<file path="config.mk">
export PLATFORM = sky130hd
export DESIGN_NAME = pps_divider
export DESIGN_NICKNAME = d
export VERILOG_FILES = /design/src/pps_pkg.sv /design/src/pps_divider.sv
export SDC_FILE = /design/constraint.sdc
export NUM_CORES = 1
export LEC_CHECK = 0
export BUFFER_PORTS_ARGS = -buffer_cell sky130_fd_sc_hd__buf_4
export CAP_MARGIN = 15
export CORE_ASPECT_RATIO = 0.8
export CORE_UTILIZATION = 35
export CTS_CLUSTER_DIAMETER = 40
export DETAILED_ROUTE_END_ITERATION = 10
export RECOVER_POWER = 100
export SYNTH_ARGS = -nofsm -noshare
export SYNTH_HDL_FRONTEND = slang
export SYNTH_SLANG_ARGS = --single-unit
</file>
<file path="constraint.sdc">
create_clock -name clk -period 7.29 [get_ports clk]
set_input_delay 0.729 -clock clk [delete_from_list [all_inputs] [get_ports clk]]
set_output_delay 0.729 -clock clk [all_outputs]
set_load 0.03 [all_outputs]
</file>
<file path="src/pps_pkg.sv">
// ----------------------------------------------------------------------------
// pps_pkg
// shared types and constants of the pure pursuit steering block
// ----------------------------------------------------------------------------
package pps_pkg;

    localparam int PATH_DEPTH        = 256;
    localparam int IDX_W             = $clog2(PATH_DEPTH);
    localparam int CNT_W             = $clog2(PATH_DEPTH + 1);
    localparam int CORDIC_ITERATIONS = 16;
    localparam int IT_W              = $clog2(CORDIC_ITERATIONS + 1);
    localparam logic [29:0] INV_GAIN_Q30 = 30'd652032874;

    typedef enum logic [1:0] {
        CMD_CLEAR   = 2'd0,
        CMD_APPEND  = 2'd1,
        CMD_POSE    = 2'd2,
        CMD_COMPUTE = 2'd3
    } cmd_t;

    typedef enum logic [1:0] {
        REG_LOOKAHEAD = 2'd0,
        REG_GOAL_TOL  = 2'd1,
        REG_CRUISE    = 2'd2,
        REG_MAX_TURN  = 2'd3
    } reg_idx_t;

    typedef enum logic [4:0] {
        ST_IDLE,
        ST_GOAL_RD,
        ST_GOAL_SQ,
        ST_GOAL_CHK,
        ST_NEAR_RD,
        ST_NEAR_SQ,
        ST_NEAR_CHK,
        ST_LOOK_RD,
        ST_LOOK_SQ,
        ST_LOOK_CHK,
        ST_TGT_RD,
        ST_TGT_OFS,
        ST_SCALE,
        ST_YAW1,
        ST_YAW2,
        ST_PRE,
        ST_CORDIC,
        ST_ROUND,
        ST_R2,
        ST_PROD,
        ST_LIM,
        ST_DIV,
        ST_DONE,
        ST_OUT
    } state_t;

endpackage

</file>
<file path="src/pps_divider.sv">
// ----------------------------------------------------------------------------
// pps_divider
// restoring divider, one quotient bit per cycle, 24 bit quotient
// ----------------------------------------------------------------------------
module pps_divider
    import pps_pkg::*;
(
    input  logic         clk,
    input  logic         rst_n,
    input  logic         start,
    input  logic [127:0] num,
    input  logic [64:0]  den,
    output logic         busy,
    output logic [23:0]  quot
);

    logic [127:0] rem_reg, rem_next;
    logic [23:0]  q_reg, q_next;
    logic [64:0]  den_reg, den_next;
    logic [4:0]   bit_reg, bit_next;
    logic         busy_reg, busy_next;
    logic [127:0] sh;

    assign sh = {63'd0, den_reg} << bit_reg;

    always_comb
    begin
        rem_next  = rem_reg;
        q_next    = q_reg;
        den_next  = den_reg;
        bit_next  = bit_reg;
        busy_next = busy_reg;
        if (start)
        begin
            rem_next  = num;
            den_next  = den;
            q_next    = '0;
            bit_next  = 5'd23;
            busy_next = 1'b1;
        end
        else if (busy_reg)
        begin
            if (rem_reg >= sh)
            begin
                rem_next        = rem_reg - sh;
                q_next[bit_reg] = 1'b1;
            end
            if (bit_reg == 5'd0)
                busy_next = 1'b0;
            else
                bit_next = bit_reg - 5'd1;
        end
    end

    always_ff @(posedge clk or negedge rst_n)
    begin
        if (!rst_n)
            busy_reg <= 1'b0;
        else
            busy_reg <= busy_next;
    end

    always_ff @(posedge clk)
    begin
        rem_reg <= rem_next;
        q_reg   <= q_next;
        den_reg <= den_next;
        bit_reg <= bit_next;
    end

    assign busy = busy_reg;
    assign quot = q_reg;

endmodule

</file>
Word level (Yosys, flattened, before mapping)
Cells that the tools add are included.
Operators by class
  multiplexer cells: 8
  equality and inequality tests: 0
  $mul: 0
  reductions and logical operators: 7
  $lt $le $gt $ge: 3
  divide/modulo/power cells: 0
  bitwise operators: 2
  shifts and indexed selects: 1
  $add $sub $neg: 2
Operators with widths (number)
  128-bit two-way mux: 3
  128-bit greater-or-equal comparator: 1
  65-bit by 5-bit left shift with 128-bit output: 1
  128-bit subtractor: 1
  24-bit bitwise OR: 1
  5-bit by 6-bit less-than comparator with 1-bit output (second input constant): 1
  2-bit AND reduction: 3
  1-bit demux with 5-bit select: 1
  5-bit by 1-bit greater-or-equal comparator with 1-bit output (second input constant): 1
  5-bit zero test: 1
  5-bit by 1-bit subtractor with 5-bit output (second input constant): 1
  1-bit two-way mux: 4
  2-bit nonzero test: 2
  1-bit logical AND: 1
  1-bit inverter: 1
Word-level totals
  memories: 0
  RAM bits: 0
  output and inout port bits: 25
  latch bits: 0
  register bits after elaboration: 223
  input bits: 196
  memory bits (read-only): 0

Longest topological paths before layout
Gate-level depths: netlist of the first run.
  depth after elaboration: 5
  depth in mapped cells: 22

Worst setup path after synthesis of the first run
OpenSTA, ideal clock, no wires.
  path type: flip-flop to flip-flop
  from: reg bit_reg[0]
  to: reg rem_reg[0], enable pin
  data required time: 6798 ps
  arrival time: 6782 ps
  stages on the path, launching flop included: 17
  library setup time: 492 ps
  slack: 17 ps
  period minus slack after synthesis: 7273 ps
  cell sequence: dfxtp_1 -> buf_2 -> buf_1 -> mux4_2 -> mux2_2 -> o21ai_0 -> nor2_1 -> a31oi_1 -> ha_1 -> clkbuf_1 -> nand4_1 -> or3_1 -> nor3_1 -> nand4_1 -> o211ai_1 -> nand2_1 -> nand2_1
On the way
  cells in the longest elaborated chain, start to end: 4
Ends and longest elaborated chain
  start: declaration: RTL line pps_divider.sv:20  | logic [4:0] bit_reg, bit_next;
  start signal: assignment: RTL line pps_divider.sv:68  | bit_reg <= bit_next;
  65-bit by 5-bit left shift with 128-bit output: RTL line pps_divider.sv:24  | assign sh = {63'd0, den_reg} << bit_reg;
  128-bit greater-or-equal comparator: RTL line pps_divider.sv:43  | if (rem_reg >= sh)
  2-bit nonzero test (no source line)
  2-bit AND reduction (no source line)
  end signal: assignment: RTL line pps_divider.sv:65  | rem_reg <= rem_next;
  end: declaration: RTL line pps_divider.sv:17  | logic [127:0] rem_reg, rem_next;
Every way passes these cells.
A chain may end at the register's enable or synchronous reset.

Worst setup path in the final report of the first run
  from: reg bit_reg[1]
  to: reg rem_reg[125] (data pin)
On the way
  cells in the longest elaborated chain, start to end: 5
Ends and longest elaborated chain
  65-bit by 5-bit left shift with 128-bit output: RTL line pps_divider.sv:24
  128-bit subtractor: RTL line pps_divider.sv:45  | rem_next = rem_reg - sh;
  128-bit two-way mux: RTL line pps_divider.sv:43
  128-bit two-way mux: RTL line pps_divider.sv:41  | else if (busy_reg)
  128-bit two-way mux: RTL line pps_divider.sv:33  | if (start)
  net rem_next[125]: RTL line pps_divider.sv:17
The timed path passes the listed nets, and every way through them passes these cells. The select of a mux whose other input is x is not followed.

==> run_results.csv, run 1 <==
group,metric,value,unit
global_routing,grt_pass1_wl,107400,µm
power_and_ir_drop,combPwrFrac,54.8,%
yosys,ys_types,94,
power_and_ir_drop,peakVddDrop,174.4,µV
floorplan,die_area,56730,µm²
global_routing,grt_max_degree,121,
hold_path,hold_start,"den[28]",
critical_path,crit_slowest_cell,"dfxtp_2",
critical_path,startpoint_type,"flop",
finish,finalNetCount,2737,
timing,finalCriticalPeriod,6.730,ns
yosys,synth_seq_cells,223,
finish,fill_cells,5589,
global_routing,globalRouteOverflowTotal,0,
global_routing,grt_pass1_vias,17820,
critical_path,path_cells,"clkbuf_1, mux4_2, mux2i_1, nand2_1, nand2_1, nor2_1, a31oi_1, ha_1, nand4_4, nor3_4, nand3_2, or3_4, o31ai_4, o211ai_1, a2111oi_1, nor3b_2, a311o_1, nand3_1",
detailed_routing,drc,0,
detailed_routing,drt_iter0_markers,2108,
yosys,ys_seq_area_share,32.79,%
clocking,htree_levels,2,
detailed_routing,vias,19010,
timing,slew-limit-headroom,-274.5,%
floorplan,die_x,266.0,µm
hold_path,min_path_type,"input pin to flop",
yosys,syn_area_per_cell,8.528,µm²
timing,hold_ws,0.3338,ns
power_and_ir_drop,seqPwrFrac,22.2,%
clocking,cts_resized,0,
clocking,clock-root-buffer,"clkbuf_16",
timing,drv_slew,121,
critical_path,crit_type,"flop to flop",
power_and_ir_drop,clock_power_share,23.0,%
finish,syn_to_final_growth,18.45,%
timing,fin_skew,0.03096,ns
yosys,netlist_area,19520,µm²
critical_path,cp-startpoint,"bit_reg[1]",
critical_path,cp_data_required_time,7.71,ns
clocking,cts_tree,"built",
floorplan,start_util,35.36,%
timing,setup_violations,0,
outcome,violations,"capacitance limit, slew limit",
floorplan,io_pins,221,
floorplan,core_area,55200,µm²
critical_path,cp_max_fo,48,
critical_path,crit_path_end_kind,"flop",
clocking,clk_path_buf_depth,3,
critical_path,cp_common_cell,"nand2_1",
timing,tightest_slew,5.617,ns
finish,drive_above_1_share,16.39,%
job,drv_cap,1,
yosys,synth_edf_count,193,
detailed_routing,firstDrtPassIters,6,
detailed_routing,wirelength,72600,µm
finish,num_antenna_cells,0,
place,dp_hpwl,57690,µm
critical_path,max_stage_delay,1.00,ns
yosys,yosys_warnings,0,
yosys,async_flop_share,0.4484,%
critical_path,worstPathArrival,7.15,ns
power_and_ir_drop,p_leak,0.009264,µW
place,place_congestion,0.9852,
clocking,clock_sinks,223,
clocking,clk_pin_slew,0.06,ns
yosys,synth_cells,2289,
power_and_ir_drop,power.internal,4963,µW
clocking,clock_latency,0.59,ns
detailed_routing,routedWlPerCell,22.50,µm
clocking,post_cts_buffers,0,
power_and_ir_drop,p_switching,4411,µW
timing,fmax,148.6,MHz
floorplan,num_rows,77,
timing,min_period_over_period,92.32,%
clocking,cts_buffers,47,
timing,rsz0062_at_grt,"no",
global_routing,antenna_found_initial,3,
power_and_ir_drop,power.density,405.4,nW/µm²
power_and_ir_drop,swShare,47.06,%
finish,largest_reg_flops,128,
timing,tns,0,ns
place,io_buffers,220,
timing,finalHoldViolCount,0,
detailed_routing,via_per_inst,5.889,
outcome,outcome,"finished with violations",
floorplan,die_h,213.2,µm
global_routing,track_usage,24.99,%
yosys,synth_ff_type,"edfxtp_1",
yosys,syn-num-nets,2586,
detailed_routing,drtAntennaViolNets,0,
critical_path,r2r_start,"bit_reg[1]",
[kinds of logic after synthesis]
group | count (synthesis) | synth area share, %
DFF | 223 | 32.79
adders and majority gates | 101 | 6.512
muxes | 140 | 10.92
AOI/OAI and AO/OA | 686 | 21.58
xor gates and xnor gates | 103 | 4.622
and+or+nand+nor | 850 | 19.50
buffers and inverters | 186 | 4.070
[power groups by stage]
stage / registers (µW) / logic, µW / clock network, µW
after floorplan: 1950 / 3650 / 0
after global placement: 2090 / 4980 / 0
after detailed placement: 2080 / 4980 / 0
after CTS: 2070 / 5000 / 2180
after global routing: 2110 / 5560 / 2230
final: 2080 / 5140 / 2160
[metal layers]
metal | up-vias | track usage (%) | part of all wire (%)
li1 | 8843 | - | -
met4 | 2 | 5.985 | 1.8
met5 | - | 0 | 0.018
met3 | 94 | 4.359 | 8.5
met1 | 9238 | 39.85 | 50
met2 | 828 | 33.92 | 39
[per-stage QoR]
stage	total power [µW]	worst slack, ns	instance area (µm²)	cells	utilization (%)
6_report	9374	0.5596	23120	3227	41.88
5_1_grt	9905	0.2396	23120	3227	41.88
4_1_cts	9253	0.8347	23290	3227	42.19
3_5_place_dp	7053	0.8820	21710	3140	39.32
3_3_place_gp	7073	0.9423	21710	3140	39.32
2_1_floorplan	5596	0.01690	19520	2289	-
[repair_timing]
action,CTS,global route
hold buffers,1,0
endpoints found under the hold margin,1,0
setup endpoints to repair,0,0
[worst max-delay path: cells and delay by family (launching register included)]
family | cells | cell delay (ns)
AO/OA/AOI/OAI | 5 | 2.30
AND/OR/NAND/NOR | 9 | 1.74
flip-flops | 1 | 1.00
multiplexers | 2 | 0.69
buffers and inverters | 1 | 0.42
adder cells (fa/ha/maj) | 1 | 0.41
[area by class of cell]
| class | count | area (µm²) | area share, % |
|---|---|---|---|
| clock buffer | 48 | 1180 | 5.103 |
| sequential | 223 | 6415 | 27.75 |
| timing repair buffer | 241 | 1728 | 7.473 |
| multi-input combinational | 1880 | 12290 | 53.15 |
| inverter | 47 | 176.4 | 0.7630 |
| tap | 750 | 938.4 | 4.059 |
| clock inverter | 38 | 394.1 | 1.705 |
[worst paths after layout]
path	endpoint	slack, ns	cells past startpoint
setup / recovery	rem_reg[125]	0.56	18
hold / removal	den_reg[28]	0.33	1
setup reg to reg	rem_reg[125]	0.56	18
hold reg to reg	quot[10]	0.47	1
max in group asynchronous	busy	6.70	2
min in group asynchronous	busy	0.51	2
[placed cells by master (no fill, tap or decap), drive strengths merged, types with 8 or more instances in the layout]
cell | synthesis | routed
clkbuf | 98 | 145
a211oi | 16 | 16
a21oi | 187 | 187
o2bb2ai | 24 | 24
edfxtp | 193 | 193
nor3 | 39 | 39
or3 | 14 | 14
xor2 | 45 | 45
dfxtp | 29 | 29
nand3 | 38 | 38
nand4 | 61 | 61
buf | 41 | 143
clkinvlp | 0 | 8
o211ai | 9 | 9
mux2 | 24 | 24
nor2 | 189 | 189
o31ai | 9 | 9
o21ai | 234 | 234
inv | 46 | 64
nand2 | 414 | 414
mux2i | 60 | 60
clkinv | 1 | 11
nor2b | 19 | 19
xnor2 | 58 | 58
a21o | 43 | 43
mux4 | 56 | 56
o21a | 12 | 12
nand2b | 20 | 20
ha | 100 | 100
or2 | 10 | 10
nor4 | 18 | 18
o21bai | 25 | 25
a31oi | 53 | 53
[cell usage after synthesis, types with 43 or more instances]
cell      instances  share of area [%]
nand2_1         413                7.9
o21ai_0         218                5.6
edfxtp_1        193                 30
nor2_1          189                3.6
a21oi_1         187                4.8
ha_1            100                6.4
clkbuf_1         97                1.9
mux2i_1          60                3.1
nand4_1          60                1.9
xnor2_1          58                2.6
mux4_2           56                6.5
a31oi_1          53                1.7
inv_1            45               0.87
xor2_1           45                2.0
a21o_1           43                1.7
No activity file was read; power rests on OpenSTA's default activity.
==> run 2: changes to the inputs <==
--- a/config.mk
+++ b/config.mk
@@ -7,11 +7,14 @@
 export LEC_CHECK = 0
 export BUFFER_PORTS_ARGS = -buffer_cell sky130_fd_sc_hd__buf_4
 export CAP_MARGIN = 15
+export CELL_PAD_IN_SITES_DETAIL_PLACEMENT = 1
+export CELL_PAD_IN_SITES_GLOBAL_PLACEMENT = 1
 export CORE_ASPECT_RATIO = 0.8
 export CORE_UTILIZATION = 35
 export CTS_CLUSTER_DIAMETER = 40
 export DETAILED_ROUTE_END_ITERATION = 10
-export RECOVER_POWER = 100
+export PLACE_DENSITY_LB_ADDON = 0.1
+export RECOVER_POWER = 25
 export SYNTH_ARGS = -nofsm -noshare
 export SYNTH_HDL_FRONTEND = slang
 export SYNTH_SLANG_ARGS = --single-unit
==> run 2 against run 1 <==
  * Cell count shrank 0.12%
  * Critical path type unchanged
  * Highest routed layer is now met4
  * The flow now finishes without violations
  * Combinational power grew 2%
  * Non-clock buffer count shrank 3
  * Critical path depth grew 1
  * Largest power group unchanged
  * Die area is the same
==> run_results.csv, run 2 (same netlist as run 1, synthesis figures left out) <==
group,metric,value,unit
timing,fin_skew,0.02765,ns
finish,finalNetCount,2733,
critical_path,cp_data_required_time,7.55,ns
critical_path,startpoint_type,"flop",
place,io_buffers,220,
timing,finalHoldViolCount,0,
detailed_routing,drc,0,
clocking,hold_buffers,1,
timing,tightest_slew,0.9669,ns
detailed_routing,via_per_inst,5.880,
timing,drv_slew,0,
floorplan,die_area,56730,µm²
critical_path,crit_slowest_cell,"dfxtp_2",
detailed_routing,wirelength,77490,µm
detailed_routing,drt_iter0_markers,1465,
global_routing,antenna_found_initial,1,
critical_path,crit_type,"flop to flop",
clocking,cts_resized,0,
timing,slew-limit-headroom,35.54,%
timing,finalCriticalPeriod,6.520,ns
floorplan,io_pins,221,
clocking,clk_pin_slew,0.06,ns
clocking,htree_levels,2,
timing,rsz0062_at_grt,"no",
floorplan,core_area,55200,µm²
clocking,clock_sinks,223,
finish,num_antenna_cells,0,
clocking,cts_tree,"built",
place,dp_hpwl,61600,µm
critical_path,max_stage_delay,0.85,ns
finish,syn_to_final_growth,19.41,%
critical_path,rrSetupSlack,0.77,ns
finish,drive_above_1_share,17.31,%
finish,layout_commonest_cell,"nand2_1",
clocking,clk_path_buf_depth,3,
critical_path,worstPathArrival,6.78,ns
outcome,outcome,"completed",
place,place_congestion,0.9426,
global_routing,grt_max_degree,182,
global_routing,track_usage,27.01,%
clocking,post_cts_buffers,0,
timing,tns,0,ns
hold_path,min_path_type,"input pin to flop",
power_and_ir_drop,peakVddDrop,165.1,µV
critical_path,path_cells,"buf_4, mux4_2, mux2i_1, nand2_1, nand2_1, nor2_1, a31oi_1, ha_1, nand2_1, nor2_1, nand2_1, nor3_1, nand4_1, o31ai_1, o21ai_0, o211ai_1, nand2_1, nand2_4, buf_12",
clocking,clock-root-buffer,"clkbuf_16",
floorplan,die_x,266.0,µm
floorplan,start_util,35.36,%
job,drv_cap,0,
global_routing,globalRouteOverflowTotal,0,
finish,largest_reg_flops,128,
power_and_ir_drop,total_power,9493,µW
critical_path,crit_path_end_kind,"flop",
clocking,cts_buffers,46,
detailed_routing,firstDrtPassIters,5,
power_and_ir_drop,power.density,407.3,nW/µm²
global_routing,grt_pass1_vias,18680,
power_and_ir_drop,p_leak,0.009385,µW
detailed_routing,vias,18950,
floorplan,die_h,213.2,µm
global_routing,grt_pass1_wl,115700,µm
timing,fmax,153.4,MHz
critical_path,cp_max_fo,42,
clocking,clock_latency,0.61,ns
floorplan,num_rows,77,
critical_path,cp_common_cell,"nand2_1",
timing,min_period_over_period,89.43,%
detailed_routing,routedWlPerCell,24.04,µm
timing,setup_violations,0,
detailed_routing,drtAntennaViolNets,0,
finish,final_cell_mix,"nand2_1, o21ai_0, edfxtp_1",
-- run 2: critical path: cells and delay by family, from the launching register on --
kind	cells	cell delay [ns]
AOI/OAI and AO/OA	4	1.64
adders and majority gates	1	0.32
buffers and inverters	2	0.62
DFF	1	0.85
muxes	2	0.63
and+or+nand+nor	10	2.04
-- run 2: final cells by class --
class	instances	area [µm²]
multi-input combinational	1880	12330
inverter	47	176.4
timing repair buffer	238	1838
clock buffer	48	1159
sequential	223	6415
fill	6486	31900
clock inverter	37	450.4
tap	750	938.4
-- run 2: where the power goes --
group	internal [µW]	switching (µW)
sequential	1820	247
clock	1340	847
combinational	1860	3370
total	5030	4470
-- run 2: path summary, 6_finish.rpt --
| kind | from | endpoint | cells past startpoint |
|---|---|---|---|
| worst max-delay path | bit_reg[1] | rem_reg[57] | 19 |
| worst min register to register | quot[17] | quot[17] | 1 |
| worst max register to register | bit_reg[1] | rem_reg[57] | 19 |
| worst min-delay path | den[61] | den_reg[61] | 1 |
| max in group asynchronous | rst_n | busy | 2 |
| min in group asynchronous | rst_n | busy | 2 |
-- run 2: metrics by stage --
stage | instance area (µm²) | hold WS (ns) | setup WS, ns | utilization (%) | instances
detailed placement | 21720 | 0.4530 | 1.044 | 39.35 | 3137
finish | 23310 | 0.3169 | 0.7705 | 42.22 | 3223
global placement | 21720 | 0.4470 | 1.226 | 39.35 | 3137
global route | 23310 | 0.2970 | 0.4690 | 42.22 | 3223
CTS | 23340 | 0.2632 | 0.9490 | 42.28 | 3223
floorplan | 19520 | 0.4334 | 0.01690 | - | 2289
-- run 2: layer usage --
metal,GRT usage (%),part of all wire (%),vias to the layer above
met4,5.569,1.5,0
met5,0,0,-
li1,-,-,8834
met3,4.313,7.0,75
met2,38.04,41,591
met1,42.52,51,9451
